`src/rtl/epipolar_distance_stats_assert.svh`:
```
// Assertion macros shared by the epipolar distance block.
`ifndef EPIPOLAR_DISTANCE_STATS_ASSERT_SVH
`define EPIPOLAR_DISTANCE_STATS_ASSERT_SVH
`ifndef ASSERT_OFF
// Same-cycle implication checked while out of reset
`define EDS_ASSERT(lbl, clk, rst, prop, msg) \
   lbl: assert property (@(posedge clk) disable iff (rst) prop) else $error(msg);
// Next-cycle implication checked while out of reset
`define EDS_ASSERT_NEXT(lbl, clk, rst, ante, cons, msg) \
   lbl: assert property (@(posedge clk) disable iff (rst) ante |=> cons) else $error(msg);
`else
`define EDS_ASSERT(lbl, clk, rst, prop, msg)
`define EDS_ASSERT_NEXT(lbl, clk, rst, ante, cons, msg)
`endif
`endif

```
`src/rtl/eds_pkg.sv`:
```
`default_nettype none
package eds_pkg;

   localparam int CoefW      = 32;
   localparam int CoordW     = 16;
   localparam int LineW      = 52;
   localparam int NumW       = 69;
   localparam int MacMulW    = 68;
   localparam int MacOpW     = 70;
   localparam int MacAccW    = 140;
   localparam int MacCntW    = 7;
   localparam int ShortSteps = 16;
   localparam int LongSteps  = 68;
   localparam int SqW        = 100;
   localparam int N2W        = 136;
   localparam int QuoW       = 33;
   localparam int DistW      = 16;
   localparam int SumW       = 32;
   localparam int CountW     = 16;
   localparam int CsrIdxW    = 3;
   localparam int CsrDataW   = 64;

   localparam logic [CountW-1:0] MaxPairs = 16'hFFFF;
   localparam logic [DistW-1:0]  DistSat  = 16'hFFFF;

   typedef enum logic [CsrIdxW-1:0] {
      CSR_COEF_11_12 = 3'd0,
      CSR_COEF_13_21 = 3'd1,
      CSR_COEF_22_23 = 3'd2,
      CSR_COEF_31_32 = 3'd3,
      CSR_COEF_33    = 3'd4
   } csr_index_type;

   typedef struct packed {
      logic [CoordW-1:0] left_x;
      logic [CoordW-1:0] left_y;
      logic [CoordW-1:0] right_x;
      logic [CoordW-1:0] right_y;
      logic              last_pair;
   } eds_req_type;

   typedef struct packed {
      logic [DistW-1:0]  distance;
      logic              degenerate;
      logic [DistW-1:0]  max_distance;
      logic [DistW-1:0]  mean_distance;
      logic [CountW-1:0] used_count;
      logic              done_res;
   } eds_rsp_type;

   // Command to the serial multiply-accumulate unit
   typedef struct packed {
      logic                     start;
      logic                     short_pass;
      logic [MacMulW-1:0]       u;
      logic [MacMulW-1:0]       v;
      logic signed [MacOpW-1:0] p;
      logic signed [MacOpW-1:0] q;
   } eds_mac_cmd_type;

   // Command to the statistics unit
   typedef struct packed {
      logic             update;
      logic [DistW-1:0] distance;
      logic             degenerate;
      logic             last_pair;
   } eds_stat_cmd_type;

   typedef enum logic [3:0] {
      ST_IDLE, ST_SETUP, ST_LIN_A, ST_LIN_B, ST_LIN_C, ST_LIN_N,
      ST_SQ_S, ST_SQ_N, ST_ROOT, ST_STAT, ST_OUT
   } seq_state_type;

   typedef enum logic [1:0] {RT_IDLE, RT_DIV, RT_SQRT} root_phase_type;

   typedef enum logic [1:0] {SS_IDLE, SS_MEAN} stat_phase_type;

   // 16 * coefficient, sign extended to the line width
   function automatic logic signed [LineW-1:0] coef_x16(input logic signed [CoefW-1:0] f);
      coef_x16 = {{(LineW-CoefW-4){f[CoefW-1]}}, f, 4'b0000};
   endfunction

endpackage
`default_nettype wire

```
`src/rtl/eds_mac.sv`:
```
`default_nettype none
// Bit-serial multiply-accumulate: acc = u*p + v*q, one multiplier bit per
// cycle, most significant bit first.
module eds_mac (
   input  logic                                  clock,
   input  logic                                  reset,
   input  eds_pkg::eds_mac_cmd_type              cmd,
   output logic                                  busy,
   output logic                                  done,
   output logic signed [eds_pkg::MacAccW-1:0]    acc
);
   import eds_pkg::*;

   logic [MacMulW-1:0]        u_ff, u_in, v_ff, v_in;
   logic signed [MacOpW-1:0]  p_ff, p_in, q_ff, q_in;
   logic signed [MacAccW-1:0] acc_ff, acc_in;
   logic [MacCntW-1:0]        cnt_ff, cnt_in;
   logic                      busy_ff, busy_in, done_ff, done_in;
   logic signed [MacAccW-1:0] p_term, q_term;

   // step: double and add the selected multiplicands
   always_comb begin
      p_term  = u_ff[MacMulW-1] ? MacAccW'(p_ff) : '0;
      q_term  = v_ff[MacMulW-1] ? MacAccW'(q_ff) : '0;
      u_in    = u_ff;
      v_in    = v_ff;
      p_in    = p_ff;
      q_in    = q_ff;
      acc_in  = acc_ff;
      cnt_in  = cnt_ff;
      busy_in = busy_ff;
      done_in = 1'b0;
      if (cmd.start) begin
         u_in    = cmd.short_pass ? {cmd.u[ShortSteps-1:0], {(MacMulW-ShortSteps){1'b0}}}
                                  : cmd.u;
         v_in    = cmd.short_pass ? {cmd.v[ShortSteps-1:0], {(MacMulW-ShortSteps){1'b0}}}
                                  : cmd.v;
         p_in    = cmd.p;
         q_in    = cmd.q;
         acc_in  = '0;
         cnt_in  = cmd.short_pass ? MacCntW'(ShortSteps) : MacCntW'(LongSteps);
         busy_in = 1'b1;
      end else if (busy_ff) begin
         acc_in = (acc_ff <<< 1) + p_term + q_term;
         u_in   = u_ff << 1;
         v_in   = v_ff << 1;
         cnt_in = cnt_ff - 1'b1;
         if (cnt_ff == MacCntW'(1)) begin
            busy_in = 1'b0;
            done_in = 1'b1;
         end
      end
   end

   always_ff @(posedge clock) begin
      if (reset) begin
         busy_ff <= 1'b0;
         done_ff <= 1'b0;
      end else begin
         busy_ff <= busy_in;
         done_ff <= done_in;
      end
   end

   always_ff @(posedge clock) begin
      u_ff   <= u_in;
      v_ff   <= v_in;
      p_ff   <= p_in;
      q_ff   <= q_in;
      acc_ff <= acc_in;
      cnt_ff <= cnt_in;
   end

   assign busy = busy_ff;
   assign done = done_ff;
   assign acc  = acc_ff;

endmodule
`default_nettype wire

```
`src/rtl/eds_root.sv`:
```
`default_nettype none
// floor(sqrt(n2 / s)) saturated to 16 bits: restoring division, one quotient
// bit per cycle, then a bit-by-bit square root.
module eds_root (
   input  logic                         clock,
   input  logic                         reset,
   input  logic                         start,
   input  logic [eds_pkg::N2W-1:0]      n2,
   input  logic [eds_pkg::SqW-1:0]      s,
   output logic                         done,
   output logic [eds_pkg::DistW-1:0]    sqrt_out
);
   import eds_pkg::*;

   root_phase_type     phase_ff, phase_in;
   logic [N2W-1:0]     rem_ff, rem_in, dvs_ff, dvs_in;
   logic [QuoW-1:0]    quo_ff, quo_in;
   logic [5:0]         cnt_ff, cnt_in;
   logic [DistW-1:0]   root_ff, root_in, bit_ff, bit_in, trial;
   logic [2*DistW-1:0] trial_sq;
   logic               done_ff, done_in, ge;

   always_comb begin
      ge       = rem_ff >= dvs_ff;
      trial    = root_ff | bit_ff;
      trial_sq = (2*DistW)'(trial) * (2*DistW)'(trial);
      phase_in = phase_ff;
      rem_in   = rem_ff;
      dvs_in   = dvs_ff;
      quo_in   = quo_ff;
      cnt_in   = cnt_ff;
      root_in  = root_ff;
      bit_in   = bit_ff;
      done_in  = 1'b0;
      unique case (phase_ff)
         RT_IDLE: begin
            if (start) begin
               rem_in   = n2;
               dvs_in   = N2W'({s, {(QuoW-1){1'b0}}});
               quo_in   = '0;
               cnt_in   = 6'(QuoW);
               phase_in = RT_DIV;
            end
         end
         // one quotient bit per cycle
         RT_DIV: begin
            if (ge) rem_in = rem_ff - dvs_ff;
            quo_in = {quo_ff[QuoW-2:0], ge};
            dvs_in = dvs_ff >> 1;
            cnt_in = cnt_ff - 1'b1;
            if (cnt_ff == 6'd1) begin
               root_in  = '0;
               bit_in   = {1'b1, {(DistW-1){1'b0}}};
               phase_in = RT_SQRT;
            end
         end
         // quotient of 2^32 or more saturates
         RT_SQRT: begin
            if (quo_ff[QuoW-1]) begin
               root_in  = DistSat;
               done_in  = 1'b1;
               phase_in = RT_IDLE;
            end else begin
               if (trial_sq <= quo_ff[QuoW-2:0]) root_in = trial;
               bit_in = bit_ff >> 1;
               if (bit_ff[0]) begin
                  done_in  = 1'b1;
                  phase_in = RT_IDLE;
               end
            end
         end
         default: phase_in = RT_IDLE;
      endcase
   end

   always_ff @(posedge clock) begin
      if (reset) begin
         phase_ff <= RT_IDLE;
         done_ff  <= 1'b0;
      end else begin
         phase_ff <= phase_in;
         done_ff  <= done_in;
      end
   end

   always_ff @(posedge clock) begin
      rem_ff  <= rem_in;
      dvs_ff  <= dvs_in;
      quo_ff  <= quo_in;
      cnt_ff  <= cnt_in;
      root_ff <= root_in;
      bit_ff  <= bit_in;
   end

   assign done     = done_ff;
   assign sqrt_out = root_ff;

endmodule
`default_nettype wire

```
`src/rtl/eds_stats.sv`:
```
`default_nettype none
// Running sum, maximum and count; serial mean division on the last pair.
module eds_stats (
   input  logic                        clock,
   input  logic                        reset,
   input  eds_pkg::eds_stat_cmd_type   cmd,
   output logic                        done,
   output eds_pkg::eds_rsp_type        rsp
);
   import eds_pkg::*;

   stat_phase_type    phase_ff, phase_in;
   logic [SumW-1:0]   sum_ff, sum_in, dvd_ff, dvd_in, new_sum;
   logic [DistW-1:0]  max_ff, max_in, new_max;
   logic [CountW-1:0] count_ff, count_in, new_count, rem_ff, rem_in;
   logic [CountW:0]   rem_sh;
   logic [5:0]        cnt_ff, cnt_in;
   eds_rsp_type       rsp_ff, rsp_in;
   logic              done_ff, done_in, counted, ge;

   always_comb begin
      counted   = !cmd.degenerate && (count_ff != MaxPairs);
      new_sum   = counted ? sum_ff + SumW'(cmd.distance) : sum_ff;
      new_max   = (counted && cmd.distance > max_ff) ? cmd.distance : max_ff;
      new_count = counted ? count_ff + 1'b1 : count_ff;
      rem_sh    = {rem_ff, dvd_ff[SumW-1]};
      ge        = rem_sh >= {1'b0, count_ff};
      phase_in  = phase_ff;
      sum_in    = sum_ff;
      max_in    = max_ff;
      count_in  = count_ff;
      dvd_in    = dvd_ff;
      rem_in    = rem_ff;
      cnt_in    = cnt_ff;
      rsp_in    = rsp_ff;
      done_in   = 1'b0;
      unique case (phase_ff)
         SS_IDLE: begin
            if (cmd.update) begin
               rsp_in.distance      = cmd.distance;
               rsp_in.degenerate    = cmd.degenerate;
               rsp_in.max_distance  = new_max;
               rsp_in.mean_distance = '0;
               rsp_in.used_count    = new_count;
               rsp_in.done_res      = cmd.last_pair;
               sum_in   = new_sum;
               max_in   = new_max;
               count_in = new_count;
               if (cmd.last_pair && new_count != '0) begin
                  dvd_in   = new_sum;
                  rem_in   = '0;
                  cnt_in   = 6'(SumW);
                  phase_in = SS_MEAN;
               end else begin
                  done_in = 1'b1;
                  if (cmd.last_pair) begin
                     sum_in   = '0;
                     max_in   = '0;
                     count_in = '0;
                  end
               end
            end
         end
         // restoring division, one quotient bit per cycle
         SS_MEAN: begin
            rem_in = ge ? CountW'(rem_sh - {1'b0, count_ff}) : CountW'(rem_sh);
            dvd_in = {dvd_ff[SumW-2:0], ge};
            cnt_in = cnt_ff - 1'b1;
            if (cnt_ff == 6'd1) begin
               rsp_in.mean_distance = {dvd_ff[DistW-2:0], ge};
               done_in  = 1'b1;
               sum_in   = '0;
               max_in   = '0;
               count_in = '0;
               phase_in = SS_IDLE;
            end
         end
         default: phase_in = SS_IDLE;
      endcase
   end

   always_ff @(posedge clock) begin
      if (reset) begin
         phase_ff <= SS_IDLE;
         done_ff  <= 1'b0;
         sum_ff   <= '0;
         max_ff   <= '0;
         count_ff <= '0;
      end else begin
         phase_ff <= phase_in;
         done_ff  <= done_in;
         sum_ff   <= sum_in;
         max_ff   <= max_in;
         count_ff <= count_in;
      end
   end

   always_ff @(posedge clock) begin
      dvd_ff <= dvd_in;
      rem_ff <= rem_in;
      cnt_ff <= cnt_in;
      rsp_ff <= rsp_in;
   end

   assign done = done_ff;
   assign rsp  = rsp_ff;

endmodule
`default_nettype wire

```
`src/rtl/epipolar_distance_stats.sv`:
```
// Each accepted pair goes through a setup step, four linear passes, two squaring
// passes, division and root, then statistics and output; a saturating distance
// skips the square root, a last pair with a nonzero count adds the serial mean
// division, and a degenerate line goes from the third linear pass to the statistics.
// One pair at a time; the next pair can be accepted in the cycle its result turns valid.
// Reset (synchronous, active high) clears coefficients, statistics and control.
`default_nettype none
`include "epipolar_distance_stats_assert.svh"
module epipolar_distance_stats (
   input  logic                              clock,
   input  logic                              reset,
   input  logic                              req_valid,
   output logic                              req_stall,
   input  eds_pkg::eds_req_type              req_payload,
   output logic                              rsp_valid,
   input  logic                              rsp_stall,
   output eds_pkg::eds_rsp_type              rsp_payload,
   input  logic                              csr_valid,
   output logic                              csr_ready,
   input  logic [eds_pkg::CsrIdxW-1:0]       csr_index,
   input  logic [eds_pkg::CsrDataW-1:0]      csr_data
);
   import eds_pkg::*;

   seq_state_type            state_ff, state_in;
   eds_req_type              item_ff, item_in;
   eds_rsp_type              rsp_payload_ff, rsp_payload_in, stat_rsp;
   logic                     rsp_valid_ff, rsp_valid_in;
   logic [CsrDataW-1:0]      c1112_ff, c1321_ff, c2223_ff, c3132_ff;
   logic signed [CoefW-1:0]  c33_ff;
   logic signed [CoefW-1:0]  f11, f12, f13, f21, f22, f23, f31, f32;
   logic signed [LineW-1:0]  a_ff, a_in, b_ff, b_in, c_ff, c_in;
   logic signed [NumW-1:0]   num_ff, num_in;
   logic [SqW-1:0]           s_ff, s_in;
   logic [LineW-1:0]         mag_a, mag_b;
   logic [NumW-1:0]          mag_num;
   eds_mac_cmd_type          mac_cmd;
   logic                     mac_busy, mac_done;
   logic signed [MacAccW-1:0] mac_acc;
   logic                     root_start, root_done;
   logic [DistW-1:0]         root_dist;
   eds_stat_cmd_type         stat_cmd;
   logic                     stat_done;

   assign f11 = c1112_ff[63:32];
   assign f12 = c1112_ff[31:0];
   assign f13 = c1321_ff[63:32];
   assign f21 = c1321_ff[31:0];
   assign f22 = c2223_ff[63:32];
   assign f23 = c2223_ff[31:0];
   assign f31 = c3132_ff[63:32];
   assign f32 = c3132_ff[31:0];

   assign mag_a   = a_ff[LineW-1] ? LineW'(-a_ff) : a_ff;
   assign mag_b   = b_ff[LineW-1] ? LineW'(-b_ff) : b_ff;
   assign mag_num = num_ff[NumW-1] ? NumW'(-num_ff) : num_ff;

   // coefficient registers
   assign csr_ready = 1'b1;
   always_ff @(posedge clock) begin
      if (reset) begin
         c1112_ff <= '0;
         c1321_ff <= '0;
         c2223_ff <= '0;
         c3132_ff <= '0;
         c33_ff   <= '0;
      end else if (csr_valid && csr_ready) begin
         unique case (csr_index_type'(csr_index))
            CSR_COEF_11_12: c1112_ff <= csr_data;
            CSR_COEF_13_21: c1321_ff <= csr_data;
            CSR_COEF_22_23: c2223_ff <= csr_data;
            CSR_COEF_31_32: c3132_ff <= csr_data;
            CSR_COEF_33:    c33_ff   <= csr_data[CoefW-1:0];
            default: ;
         endcase
      end
   end

   // sequencer: line, numerator, squares, root, statistics, output
   always_comb begin
      state_in       = state_ff;
      item_in        = item_ff;
      a_in           = a_ff;
      b_in           = b_ff;
      c_in           = c_ff;
      num_in         = num_ff;
      s_in           = s_ff;
      mac_cmd        = '0;
      root_start     = 1'b0;
      stat_cmd       = '0;
      rsp_valid_in   = rsp_valid_ff && rsp_stall;
      rsp_payload_in = rsp_payload_ff;
      unique case (state_ff)
         ST_IDLE: begin
            if (req_valid) begin
               item_in  = req_payload;
               state_in = ST_SETUP;
            end
         end
         ST_SETUP: begin
            mac_cmd.start      = 1'b1;
            mac_cmd.short_pass = 1'b1;
            mac_cmd.u          = MacMulW'(item_ff.left_x);
            mac_cmd.v          = MacMulW'(item_ff.left_y);
            mac_cmd.p          = MacOpW'(f11);
            mac_cmd.q          = MacOpW'(f12);
            state_in           = ST_LIN_A;
         end
         ST_LIN_A: begin
            if (mac_done) begin
               a_in               = LineW'(mac_acc) + coef_x16(f13);
               mac_cmd.start      = 1'b1;
               mac_cmd.short_pass = 1'b1;
               mac_cmd.u          = MacMulW'(item_ff.left_x);
               mac_cmd.v          = MacMulW'(item_ff.left_y);
               mac_cmd.p          = MacOpW'(f21);
               mac_cmd.q          = MacOpW'(f22);
               state_in           = ST_LIN_B;
            end
         end
         ST_LIN_B: begin
            if (mac_done) begin
               b_in               = LineW'(mac_acc) + coef_x16(f23);
               mac_cmd.start      = 1'b1;
               mac_cmd.short_pass = 1'b1;
               mac_cmd.u          = MacMulW'(item_ff.left_x);
               mac_cmd.v          = MacMulW'(item_ff.left_y);
               mac_cmd.p          = MacOpW'(f31);
               mac_cmd.q          = MacOpW'(f32);
               state_in           = ST_LIN_C;
            end
         end
         // degenerate line skips straight to the statistics
         ST_LIN_C: begin
            if (mac_done) begin
               c_in = LineW'(mac_acc) + coef_x16(c33_ff);
               if (a_ff == '0 && b_ff == '0) begin
                  stat_cmd.update     = 1'b1;
                  stat_cmd.distance   = '0;
                  stat_cmd.degenerate = 1'b1;
                  stat_cmd.last_pair  = item_ff.last_pair;
                  state_in            = ST_STAT;
               end else begin
                  mac_cmd.start      = 1'b1;
                  mac_cmd.short_pass = 1'b1;
                  mac_cmd.u          = MacMulW'(item_ff.right_x);
                  mac_cmd.v          = MacMulW'(item_ff.right_y);
                  mac_cmd.p          = MacOpW'(a_ff);
                  mac_cmd.q          = MacOpW'(b_ff);
                  state_in           = ST_LIN_N;
               end
            end
         end
         ST_LIN_N: begin
            if (mac_done) begin
               num_in        = NumW'(mac_acc) + (NumW'(c_ff) <<< 4);
               mac_cmd.start = 1'b1;
               mac_cmd.u     = MacMulW'(mag_a);
               mac_cmd.v     = MacMulW'(mag_b);
               mac_cmd.p     = MacOpW'(mag_a);
               mac_cmd.q     = MacOpW'(mag_b);
               state_in      = ST_SQ_S;
            end
         end
         ST_SQ_S: begin
            if (mac_done) begin
               s_in          = mac_acc[SqW-1:0];
               mac_cmd.start = 1'b1;
               mac_cmd.u     = MacMulW'(mag_num);
               mac_cmd.p     = MacOpW'(mag_num);
               state_in      = ST_SQ_N;
            end
         end
         ST_SQ_N: begin
            if (mac_done) begin
               root_start = 1'b1;
               state_in   = ST_ROOT;
            end
         end
         ST_ROOT: begin
            if (root_done) begin
               stat_cmd.update     = 1'b1;
               stat_cmd.distance   = root_dist;
               stat_cmd.degenerate = 1'b0;
               stat_cmd.last_pair  = item_ff.last_pair;
               state_in            = ST_STAT;
            end
         end
         ST_STAT: begin
            if (stat_done) state_in = ST_OUT;
         end
         // output register frees as soon as its transfer completes
         ST_OUT: begin
            if (!rsp_valid_ff || !rsp_stall) begin
               rsp_valid_in   = 1'b1;
               rsp_payload_in = stat_rsp;
               state_in       = ST_IDLE;
            end
         end
         default: state_in = ST_IDLE;
      endcase
   end

   always_ff @(posedge clock) begin
      if (reset) begin
         state_ff     <= ST_IDLE;
         rsp_valid_ff <= 1'b0;
      end else begin
         state_ff     <= state_in;
         rsp_valid_ff <= rsp_valid_in;
      end
   end

   always_ff @(posedge clock) begin
      item_ff        <= item_in;
      a_ff           <= a_in;
      b_ff           <= b_in;
      c_ff           <= c_in;
      num_ff         <= num_in;
      s_ff           <= s_in;
      rsp_payload_ff <= rsp_payload_in;
   end

   eds_mac u_mac (
      .clock (clock),
      .reset (reset),
      .cmd   (mac_cmd),
      .busy  (mac_busy),
      .done  (mac_done),
      .acc   (mac_acc)
   );

   eds_root u_root (
      .clock    (clock),
      .reset    (reset),
      .start    (root_start),
      .n2       (mac_acc[N2W-1:0]),
      .s        (s_ff),
      .done     (root_done),
      .sqrt_out (root_dist)
   );

   eds_stats u_stats (
      .clock (clock),
      .reset (reset),
      .cmd   (stat_cmd),
      .done  (stat_done),
      .rsp   (stat_rsp)
   );

   assign req_stall   = (state_ff != ST_IDLE);
   assign rsp_valid   = rsp_valid_ff;
   assign rsp_payload = rsp_payload_ff;

   `EDS_ASSERT(a_mac_start_idle, clock, reset, mac_cmd.start |-> !mac_busy, "mac start while busy")
   `EDS_ASSERT(a_root_in_state, clock, reset, root_done |-> state_ff == ST_ROOT, "stray root done")
   `EDS_ASSERT(a_stat_in_state, clock, reset, stat_done |-> state_ff == ST_STAT, "stray stats done")
   `EDS_ASSERT_NEXT(a_out_holds, clock, reset, state_ff == ST_OUT && rsp_valid_ff && rsp_stall, state_ff == ST_OUT, "result dropped")

endmodule
`default_nettype wire
```
`config.mk`:
```
export PLATFORM = sky130hd
export DESIGN_NAME = epipolar_distance_stats
export DESIGN_NICKNAME = d
export VERILOG_FILES = /design/src/rtl/eds_pkg.sv /design/src/rtl/eds_mac.sv /design/src/rtl/eds_root.sv /design/src/rtl/eds_stats.sv /design/src/rtl/epipolar_distance_stats.sv
export VERILOG_INCLUDE_DIRS = /design/src /design/src/rtl
export SDC_FILE = /design/constraint.sdc
export NUM_CORES = 2
export LEC_CHECK = 0
export BUFFER_PORTS_ARGS = -buffer_cell sky130_fd_sc_hd__buf_2
export CAP_MARGIN = 20
export CORE_UTILIZATION = 51
export CTS_CLUSTER_DIAMETER = 30
export DETAILED_ROUTE_END_ITERATION = 7
export MAX_ROUTING_LAYER = met4
export PLACE_DENSITY = 0.67
export SLEW_MARGIN = 20
export SYNTH_ARGS = -nofsm -noshare
export SYNTH_HDL_FRONTEND = slang
export SYNTH_SLANG_ARGS = --single-unit
```
`constraint.sdc`:
```
create_clock -name clock -period 55.8 [get_ports clock]
set_clock_uncertainty 0.1 [all_clocks]
set_input_delay 11.16 -clock clock [delete_from_list [all_inputs] [get_ports clock]]
set_output_delay 11.16 -clock clock [all_outputs]
set_load 0.1 [all_outputs]
```
### Word-level counts from Yosys, hierarchy flattened

Cells that the tools add are included.

* $add $sub $neg: 16
* multiply operators: 1
* divide/modulo/power cells: 0
* order comparisons: 4
* equality and inequality tests: 40
* shift-type cells: 0
* multiplexer cells: 112
* bitwise logic cells: 3
* reduce and logical (&&, ||, !) cells: 46

Operators with widths (count)
* 2-to-1 mux 278 bit: 4
* 2-to-1 mux 136 bit: 5
* case mux 136 bit (2 select lines): 2
* 2-to-1 mux 68 bit: 7
* case mux 70 bit (6 select lines): 1
* case mux 68 bit (6 select lines): 1
* case mux 70 bit (5 select lines): 1
* case mux 68 bit (5 select lines): 1
* 2-to-1 mux 16 bit: 18
* adder 136 bit: 2
* 2-to-1 mux 260 bit: 1
* 2-to-1 mux 32 bit: 7
* case mux 16 bit (2 select lines): 6
* adder 52 x 36 -> 52 bit: 3
* 2-to-1 mux 69 bit: 2
* greater-or-equal comparator 136 bit: 1
* subtractor 136 bit: 1
* case mux 32 bit (2 select lines): 2
* zero test 52 bit: 2
* 2-to-1 mux 52 bit: 2
* negator 52 bit: 2
* adder 69 x 56 -> 69 bit: 1
* negator 69 bit: 1
* 2-to-1 mux 33 bit: 2
* 55 further kinds: 147

* register bits after elaboration: 1703
* bits in latches: 0
* RAM bits: 0
* memory bits (read-only): 0
* bits of input ports: 137
* output and inout port bits: 69
* memories: 0

### Logic depth before layout (Yosys ltp)

* depth in word-level cells: 13
* gate-level depth with buffers: 42
* gate-level depth less buffers: 41

### Hierarchy

A second synthesis with hierarchy kept.

* cell total of the unflattened synthesis: 11867
* area total of the unflattened synthesis: 110656.1 µm²

Modules (own cells, without submodules)
* epipolar_distance_stats: instances 1, cells each 4516, area an instance 42111.6 µm², sequential area each 19558.8 µm²
* eds_root: instances 1, cells each 3465, area an instance 30351.6 µm², sequential area each 10239.8 µm²
* eds_mac: instances 1, cells each 2944, area an instance 28172.0 µm², sequential area each 11340.9 µm²
* eds_stats: instances 1, cells each 942, area an instance 10020.9 µm², sequential area each 4924.7 µm²

### Worst setup path after synthesis

Ideal clock, no wire load.

* path type: register -> register
* start: reg u_root.phase_ff[1]
* end: reg u_root.rem_ff[0], enable pin
* library setup time: 840 ps
* arrival: 23308 ps
* data required time: 54860 ps
* setup slack: 31552 ps
* cell stages (with the launch flop): 7
* path buffers: 1
* cell sequence: dfxtp_1 inv_1 ha_1 clkbuf_1 inv_1 o21ai_0 a21boi_0

* longest elaborated chain between the ends: 3
* elaborated cells on any way between the ends: 6
* classes of those cells: 3 x eq/ne; 3 x reduce/logical

Ends and longest elaborated chain
* start, declared: line eds_root.sv:15 `root_phase_type phase_ff, phase_in;`
* start signal, assigned: line eds_root.sv:81 `phase_ff <= phase_in;`
* == test 2 x 1 -> 1 bit / zero test 2 bit (equally long branches): line eds_root.sv:35 `unique case (phase_ff)`
* inequality test 2 x 1 -> 1 bit (no line) (tied with other cells)
* AND reduction 3 bit (no line) (*)
* end signal, assigned: line eds_root.sv:87 `rem_ff <= rem_in;`
* end, declared: line eds_root.sv:16 `logic [N2W-1:0] rem_ff, rem_in, dvs_ff, dvs_in;`

Mark *: on every way between the ends. The rest lies on a longest branch, timed or not.
A chain may end at the register's enable or synchronous reset.

### Worst setup path after layout

* start: reg state_ff[0]
* end: out req_stall

* longest elaborated chain between the ends: 1

Ends and longest elaborated chain
* start, declared: line epipolar_distance_stats.sv:25 `seq_state_type state_ff, state_in;`
* start signal, assigned: line epipolar_distance_stats.sv:209 `state_ff <= state_in;`
* nonzero test 4 bit: line epipolar_distance_stats.sv:251 `assign req_stall = (state_ff != ST_IDLE);`
* end, declared: line epipolar_distance_stats.sv:13 `output logic req_stall,`

Every way passes these cells.

==> flow_metrics.env <==
export IMPL_cts_setup_buffers=0
export IMPL_rsz0062_at_grt="false"
export IMPL_fill_cells=17900
export IMPL_netlist_cell_type_count=103
export IMPL_synth_edf_count=1181
export IMPL_clk_pin_slew_ns=0.05
export IMPL_gp_congestion=0.9856
export IMPL_slowest_delay_ns=0.66
export IMPL_r2r_setup_slack_ns=45.09
export IMPL_coreArea_mm2=0.2102
export IMPL_layout_drive_gt1_share=0.1037
export IMPL_grt_pass1_vias=86340
export IMPL_synth_net_count=12600
export IMPL_synth_cell_area_mm2=0.1082
export IMPL_fmax_ghz=0.07061
export IMPL_ys_seq_area_frac=0.4204
export IMPL_start_util=0.5146
export IMPL_setup_tns_ns=0
export IMPL_cts_buffers_inserted=392
export IMPL_ys_ff_latch=1681
export IMPL_final_max_slew_violation_count=0
export IMPL_dieArea_mm2=0.2139
export IMPL_fin_nets=12800
export IMPL_path_max_fanout=72
export IMPL_avgSynthCellArea_um2=9.413
export IMPL_antenna_found_initial=17
export IMPL_cts_repair_resized=0
export IMPL_synth_ff_type="edfxtp_1"
export IMPL_wl_um=348500
export IMPL_cp_end_kind="output pin"
export IMPL_vias=88490
export IMPL_dp_final_hpwl_um=259800
export IMPL_cp_arrival_ns=2.90
export IMPL_synth_warnings=0
export IMPL_gr_total_overflow=0
export IMPL_drtAntennaViolNets=0
export IMPL_route_detailed_drc=0
export IMPL_slew_headroom=0.1277
export IMPL_hold_slack_ns=0.3167
export IMPL_cp_slowest_cell="buf_4"
export IMPL_grt_pass1_wl_um=522400
export IMPL_numClockSinks=1681
export IMPL_final_instance_count_excl_fill=14830
export IMPL_cts_hold_buf=0
export IMPL_holdCritStartpoint="u_stats.rsp[8]"
export IMPL_grt_max_degree=147
export IMPL_die_y_um=462.5
export IMPL_synthDominantCellAreaShare=0.3279
export IMPL_io_pins=206
export IMPL_fin_crit_ns=14.16
export IMPL_rr_endpoint="u_root.sqrt_out[2]"
export IMPL_ctsRootBufferMaster="clkbuf_16"
export IMPL_r2r_cells=33
export IMPL_synth_area_leader_cell="edfxtp_1"
export IMPL_dp_cells=14110
export IMPL_clock_path_buffers=4
export IMPL_r2r_start="u_root.sqrt_out[10]"
export IMPL_ys_top_cells_by_area="edfxtp_1 33%, dfxtp_1 9.3%, ha_1 7.7%"
export IMPL_worst_slew_pin_slew_ns=1.292
export IMPL_async_flop_share=0
export IMPL_portBuffers=204
export IMPL_yosys_top_cells_count="1504 x nand2_1, 1181 x edfxtp_1, 1056 x a21oi_1"
export IMPL_drt_pass1_iter_count=6
export IMPL_die_x_um=462.5
export IMPL_num_rows=168
export IMPL_crit_type="flip-flop to output pin"
export IMPL_setup_viol=0
export IMPL_cp_required_ns=44.54
export IMPL_hold_path_class="flip-flop to flip-flop"
export IMPL_cts_tree="yes"
export IMPL_post_route_period_util=0.2538
export IMPL_whs_endpoint="rsp_payload[8]"
export IMPL_status="finished clean"
export IMPL_cp_start_kind="flip-flop"
export IMPL_h_tree_depth=5
export IMPL_whs_path_depth=0
export IMPL_hold_viol_final=0
export IMPL_syn2layout_area_growth_pct=15.81
export IMPL_crit_chain="buf_4, inv_2, nand2_1, buf_2"
export IMPL_synth_most_common_cell="nand2_1"
export IMPL_maxCapViolCount=0
export IMPL_grt_usage=0.3273
export IMPL_drtIter0Drc=8775
export IMPL_clk_insertion_delay_late_ns=1.00
export IMPL_synth_cells=11490
export IMPL_routedWlPerCell_um=23.51
export IMPL_vias_per_cell=5.969
[how the worst max path moves through the flow]
stage,startpoint,end,slack [ns],depth (start not counted)
2_1_floorplan,u_root.phase_ff[1],u_root.rem_ff[0],31.55,6
3_3_place_gp,reset,c1321_ff[15],42.52,3
3_5_place_dp,reset,c1321_ff[31],42.50,3
4_1_cts,state_ff[0],req_stall,41.65,4
5_1_grt,state_ff[0],req_stall,41.58,4
6_report,state_ff[0],req_stall,41.64,4
[layer usage]
layer	vias to the layer above	GRT usage	wire [um]	part of all wire
met1	42990	0.4178	144900	0.42
li1	41200	-	-	-
met2	3559	0.5092	160000	0.46
met3	738	0.04837	25230	0.072
met5	-	-	0	0
met4	0	0.1608	18310	0.053
[layout by cell type, fill, tap and decap left out, types with 135 or more instances in the layout]
master | Yosys | layout
nand4_1 | 179 | 179
ha_1 | 664 | 663
xnor2_1 | 389 | 389
edfxtp_1 | 1181 | 1181
dfxtp_1 | 500 | 497
fa_1 | 304 | 304
clkbuf_16 | 0 | 401
nand3_1 | 136 | 135
a21o_1 | 342 | 342
nand2_1 | 1504 | 1500
inv_1 | 1009 | 1000
o21ai_0 | 651 | 648
buf_2 | 8 | 203
a21oi_1 | 1056 | 1055
nor2_1 | 840 | 836
xor2_1 | 315 | 315
[stage by stage]
stage / setup WS (ns) / utilization / instance area, um2
3_3_place_gp: 42.52 / 0.5323 / 111900
3_5_place_dp: 42.50 / 0.5324 / 111900
5_1_grt: 41.58 / 0.5959 / 125300
6_report: 41.64 / 0.5960 / 125300
2_1_floorplan: 31.55 / - / 108200
4_1_cts: 41.65 / 0.5958 / 125200
[cell type report]
cell class | count | area (um2) | area share
clock buffers | 454 | 10430 | 0.08329
inverters | 1017 | 3841 | 0.03066
diodes | 9 | 22.52 | 0.0001798
repair buffers | 340 | 2106 | 0.01681
flip-flops and latches | 1681 | 45480 | 0.3631
clock inverters | 253 | 2902 | 0.02316
well taps | 2805 | 3510 | 0.02802
multi-input cells | 8266 | 56980 | 0.4548
[cell families after synthesis]
group	share of synthesized area
XOR/XNOR	0.05700
other	0.00003467
flip-flops	0.4204
AND/OR/NAND/NOR	0.1391
buffers and inverters	0.05409
AO/OA/AOI/OAI	0.1745
adder cells (fa/ha/maj)	0.1332
multiplexers	0.02172
[critical path: cells and delay by family (launching register included)]
| family | cells | cell delay (ns) |
|---|---|---|
| buffers and inverters | 3 | 1.46 |
| DFF | 1 | 0.30 |
| and+or+nand+nor | 1 | 0.17 |
[flip-flops by register name, summed over array words and instances (netlist names), 53 cells and up]
name,count
c1112_ff,64
c1321_ff,64
c2223_ff,64
c3132_ff,64
item_ff,65
num_ff,69
rsp_payload,66
s_ff,100
u_mac.acc,136
u_mac.p_ff,70
u_mac.q_ff,53
u_mac.u_ff,68
u_mac.v_ff,68
u_root.dvs_ff,132
u_root.rem_ff,136
u_stats.rsp,66
Power is left out: the tool's default activity adds up to more than one toggle a clock period on the data nets, which glitch-free logic cannot reach.
